===== src/hw/rtl/escf_pkg.sv =====
// Shared types and constants for the second chance frame table.
`timescale 1ns / 1ps
package escf_pkg;
	localparam int unsigned CFG_W = 8;
	localparam int unsigned OWNER_W = 8;
	localparam int unsigned ADDR_W = 32;
	localparam int unsigned IDX_W = 6;
	localparam int unsigned FRAME_COUNT = 64;
	localparam int unsigned OWNER_BITS = 8;
	localparam logic [CFG_W-1:0] MAX_PROC_RESET = 8'd16;
	localparam logic [7:0] COUNT_MAX = 8'd255;

	typedef enum logic {
		REQ_ACCESS = 1'b0,
		REQ_TERMINATE = 1'b1
	} req_kind_t;

	typedef enum logic [2:0] {
		ST_IDLE,
		ST_SCAN,
		ST_DECIDE,
		ST_COMMIT,
		ST_OUT
	} ctrl_state_t;

	typedef struct packed {
		logic load;
		logic scan;
		logic commit;
		logic out_load;
	} dp_cmd_t;

	typedef struct packed {
		logic is_term;
	} dp_sts_t;
endpackage


===== src/hw/rtl/escf_ctrl.sv =====
// Sequencer for one request: load, scan, decide, commit, present result.
`timescale 1ns / 1ps
module escf_ctrl (
	input  logic clk,
	input  logic arst_n,
	input  logic in_valid,
	output logic in_ready,
	output logic out_valid,
	input  logic out_ready,
	output escf_pkg::dp_cmd_t cmd
);
	import escf_pkg::*;
	ctrl_state_t state_q, state_d;

	always_ff @(posedge clk or negedge arst_n) begin
		if (!arst_n) state_q <= ST_IDLE;
		else state_q <= state_d;
	end

	always_comb begin
		state_d = state_q;
		unique case (state_q)
			ST_IDLE: if (in_valid) state_d = ST_SCAN;
			ST_SCAN: state_d = ST_DECIDE;
			ST_DECIDE: state_d = ST_COMMIT;
			ST_COMMIT: state_d = ST_OUT;
			ST_OUT: if (out_ready) state_d = ST_IDLE;
			default: state_d = ST_IDLE;
		endcase
	end

	always_comb begin
		in_ready = (state_q == ST_IDLE);
		out_valid = (state_q == ST_OUT);
		cmd = '0;
		unique case (state_q)
			ST_IDLE: cmd.load = in_valid;
			ST_SCAN: cmd.scan = 1'b1;
			ST_DECIDE: cmd.out_load = 1'b1;
			ST_COMMIT: cmd.commit = 1'b1;
			default: ;
		endcase
	end
endmodule


===== config.mk =====
export PLATFORM = sky130hd
export DESIGN_NAME = escf_ctrl
export DESIGN_NICKNAME = d
export VERILOG_FILES = /design/src/hw/rtl/escf_pkg.sv /design/src/hw/rtl/escf_ctrl.sv
export SDC_FILE = /design/constraint.sdc
export NUM_CORES = 1
export LEC_CHECK = 0
export BUFFER_PORTS_ARGS = -buffer_cell sky130_fd_sc_hd__buf_4
export CORE_AREA = 3 3 40 42
export CTS_BUF_LIST = sky130_fd_sc_hd__clkbuf_8
export CTS_CLUSTER_SIZE = 25
export DETAILED_ROUTE_END_ITERATION = 7
export DIE_AREA = 0 0 43 45
export GPL_TIMING_DRIVEN = 0
export PLACE_DENSITY = 0.3
export REMOVE_ABC_BUFFERS = 1
export SETUP_SLACK_MARGIN = 0.4
export SLEW_MARGIN = 20
export SYNTH_ARGS = -nofsm -noshare
export SYNTH_HDL_FRONTEND = slang
export SYNTH_SLANG_ARGS = --single-unit

===== constraint.sdc =====
create_clock -name clk -period 2.85 [get_ports clk]
set_clock_uncertainty 0.1 [all_clocks]
set_input_delay 0.57 -clock clk [delete_from_list [all_inputs] [get_ports clk]]
set_output_delay 0.57 -clock clk [all_outputs]
set_load 0.05 [all_outputs]

After elaboration in Yosys (flattened, before gate mapping)
Cells that the tools add are included.
W data, S select, Z words.
{"block": "word_totals", "reg_bits": 3}
{"block": "op_classes", "reduce_logical": 2, "n_eq_ne": 6, "muxes": 7}
{"operator": "$pmux W3 S5", "count": 1}
{"operator": "$eq A3 B2 Y1 const B", "count": 2}
{"operator": "$mux W3", "count": 2}
{"operator": "$mux W1", "count": 4}
{"operator": "$eq A3 B1 Y1 const B", "count": 1}
{"operator": "$eq A3 B3 Y1 const B", "count": 1}
{"operator": "$logic_not A3 Y1", "count": 1}
{"operator": "$ne A2 B1 Y1 const B", "count": 1}
{"operator": "$ne A2 B2 Y1 const B", "count": 1}
{"operator": "$reduce_and A2 Y1", "count": 1}

Logic depth before layout (Yosys ltp)
{"block": "depth", "depth_word": 3, "depth_mapped": 2, "depth_no_buf": 2}

Least setup slack after synthesis
Ideal clock, no wire load.
{"block": "synth_path", "path_kind": "reg2out", "from": "reg state_q[1]", "to": "out cmd[3] (netlist name)", "t_arrival_ns": 1.682, "path_buffers": 0, "slack_ns": 0.498, "path_stages_with_launch": 3, "cell_sequence": "dfrtp_1 > nor3_2 > and2_1"}
{"element": "start: declaration", "line": "escf_ctrl.sv:13", "text": "ctrl_state_t state_q, state_d;"}
{"element": "start signal: assignment", "line": "escf_ctrl.sv:17", "text": "else state_q <= state_d;"}
{"element": "end: declaration", "line": "escf_ctrl.sv:10", "text": "output escf_pkg::dp_cmd_t cmd"}

==> results.txt <==
The worst setup path is launched from a flip-flop. Traced cell by cell, the critical path runs through nor3_2 -> and2_1 -> buf_4. The post-route worst setup slack came out at 0.971 ns. The run finished with clean final reports. The total global routing overflow is 0.

More flip-flops sit in one register than any other, and that register is state_q. The final layout contains routed wiring with a total length of 351 microns. The chip width is 43 microns.

The time the final worst path needs with I/O delays and setup came out at 1.88 ns. Dividing the final minimum period by the clock period gives 0.659. The vertical extent of the die came out at 45 microns.

Max-cap violations in this run came to 0. The number of levels in the clock H-tree is 1. The register with the most flip-flops in the layout has 3 of them. For the pin with the worst max-slew slack, the measured transition is 0.239 ns.

The worst-case setup slack after placement came out at 1.18 ns. In this design, the largest share of critical-path delay is due to flip-flops. The clock reaches the later pin of the worst-skew pair after 0.21 ns. Buffers inserted to repair hold after CTS numbered 0. The hold violation count in the final report came out at 0. The synthesized netlist cell count came out at 16. The initial detailed-routing violation count is 0. The post-layout net count is 33. The number of setup buffers added after CTS is 0. The mean post-synth cell area is 10.5 sq um. In this run the clock root is driven by a sky130_fd_sc_hd__clkbuf_8.

The initial antenna violation count came out at 0. Following the worst setup path forward leads to its endpoint at cmd[3]. The max-slew headroom at the worst pin came out at 0.841.

The number of placed I/O pins came out at 10. The average wire per cell in the routed design came out at 8.16 microns. The clock drives 3 sinks.

Clock-pin slew was measured on the worst setup and hold paths at 0.03 ns. The maximum fanout encountered on the critical timing path came out at 7. The worst reg2reg path startpoint is state_q[1]. The launching instance or port of the critical path is state_q[1]. The final-report setup violation count is 0.

The total of buffers placed on input and output ports is 9. Setup repair after global routing left no endpoint under its margin. In this run the remaining antenna-violating nets after routing total 0. The placed wire-length estimate is 266 microns. The wire length of the first global-routing pass is 565 microns. In the routed design, unresolved DRC markers number 0.

Measured in cells, the most critical reg-to-reg path has a length of 2. For the worst setup path, the data arrival time is 1.21 ns. The starting density of the core is 0.130. The final max-slew violation count is 0. The number of detailed-route iterations in the first pass came out at 1. For this run, global-route usage on met1 was measured as 0.0533. The number of vias per cell is 3.35. On the worst path, the slowest cell contributes a delay of 0.45 ns. The maximum number of pins on one net before global-route repair came out at 8. The number of core rows came out at 13. The largest registers in the layout are state_q: 3 flops. In the global route stage, met2 resource usage came out at 0.0449.

The diode insertion count for antenna repair is 0. The congestion estimate from routability-driven global placement came to 0.645. The share of the yosys chip area belonging to registers is 0.448. Static timing analysis puts the maximum clock frequency at 532 MHz. The endpoint identified for the worst register-to-register timing path is state_q[2]. The via count came out at 144. The synthesis-to-finish area growth came out at 73.9%. The min-delay analysis places its worst path in the category input pin to async pin. The proportion of layout cells with a drive suffix above 1 came out at 0.500. The worst setup slack for register-to-register paths is 1.80 ns. The slowest stage of the critical path is the sky130_fd_sc_hd__dfrtp_1 cell.

The number of gates resized after CTS was 0. The region available for standard cell placement spans 0.00128 sq mm. The post-synth design cell area is 168 sq um. Together, buffers and inverters on the worst path number 1. The number of buffers inserted during clock tree synthesis is 3.

The aggregate negative setup slack is 0 ns. STA classifies the critical path endpoint as an output port. TritonCTS built the clock tree.

The number of unique standard cell types used by synthesis came out at 12. The maximum count of clock buffers along a single path is 2. The worst setup path category is flip-flop to output port.

The number of storage elements in the synthesis netlist came out at 3. The overall die area came out at 0.00194 sq mm. The global-route met3 utilization came out at 0.0199. For this run, the number of Yosys warnings is 0. For this run, the total global-route usage over all layers was measured as 0.0425.

The via count of the first global-routing pass came out at 137. STA puts the critical path data required time at 2.18 ns. The instance count on the critical path is 3.

After global routing, the most crowded layer is met4. The final hold slack came out at 0.0385 ns. At the end of the flow the core is filled with cells to 0.227.
[area by class of cell]
cell class	instances	area, sq um
clock buffers	3	41.3
clock inverters	1	3.75
fillers	147	993
inverters	1	3.75
multi-input cells	11	81.3
flip-flops and latches	3	75.1
well taps	15	18.8
repair buffers	9	67.6
[worst min-delay path by stage]
stage	cells after the start	slack, ns	to	from
6_report	1	0.04	state_q[0]	arst_n
5_1_grt	1	0.04	state_q[0]	arst_n
4_1_cts	1	0.03	state_q[0]	arst_n
3_5_place_dp	1	0.26	state_q[0]	arst_n
3_3_place_gp	1	0.26	state_q[1]	arst_n
2_1_floorplan	0	0.17	state_q[0]	arst_n
[per-stage QoR]
step | area, sq um | cells
6_report | 292 | 43
5_1_grt | 292 | 43
4_1_cts | 292 | 43
3_5_place_dp | 246 | 39
3_3_place_gp | 246 | 39
2_1_floorplan | 160 | 15
[kinds of logic after synthesis]
group,share of synthesized area
buffers and inverters,0.0672
flip-flops,0.448
XOR/XNOR,0.0522
AND/OR/NAND/NOR,0.388
AO/OA/AOI/OAI,0.0448
[layer usage]
metal	routed length [microns]	part of all wire	vias up
met1	174	0.50	60
met5	0	0	-
met4	0	0	0
met2	134	0.38	7
li1	-	-	77
met3	43	0.12	0
[synthesized netlist by cell type, drive strengths merged]
| master | count | share of area |
|---|---|---|
| a21o | 1 | 0.045 |
| and2 | 1 | 0.037 |
| and3b | 1 | 0.052 |
| buf | 1 | 0.045 |
| dfrtp | 3 | 0.45 |
| inv | 1 | 0.022 |
| nor2 | 2 | 0.045 |
| nor3 | 2 | 0.090 |
| nor3b | 3 | 0.16 |
| xnor2 | 1 | 0.052 |
[worst reg2reg max path: stages (launching register included)]
cell	delay [ns]
sky130_fd_sc_hd__dfrtp_1	0.45
sky130_fd_sc_hd__and3b_1	0.23
sky130_fd_sc_hd__a21o_1	0.16
[layout by cell type, fill, tap and decap left out]
cell type / count
sky130_fd_sc_hd__nor3_1: 1
sky130_fd_sc_hd__clkbuf_8: 3
sky130_fd_sc_hd__xnor2_1: 1
sky130_fd_sc_hd__buf_4: 9
sky130_fd_sc_hd__dfrtp_1: 3
sky130_fd_sc_hd__nor3_2: 1
sky130_fd_sc_hd__nor2_1: 2
sky130_fd_sc_hd__inv_1: 2
sky130_fd_sc_hd__and2_1: 1
sky130_fd_sc_hd__and3b_1: 1
sky130_fd_sc_hd__nor3b_1: 2
sky130_fd_sc_hd__nor3b_2: 1
sky130_fd_sc_hd__a21o_1: 1
Power is left out: the tool's default activity adds up to more than one toggle a clock period on the data nets, which glitch-free logic cannot reach.
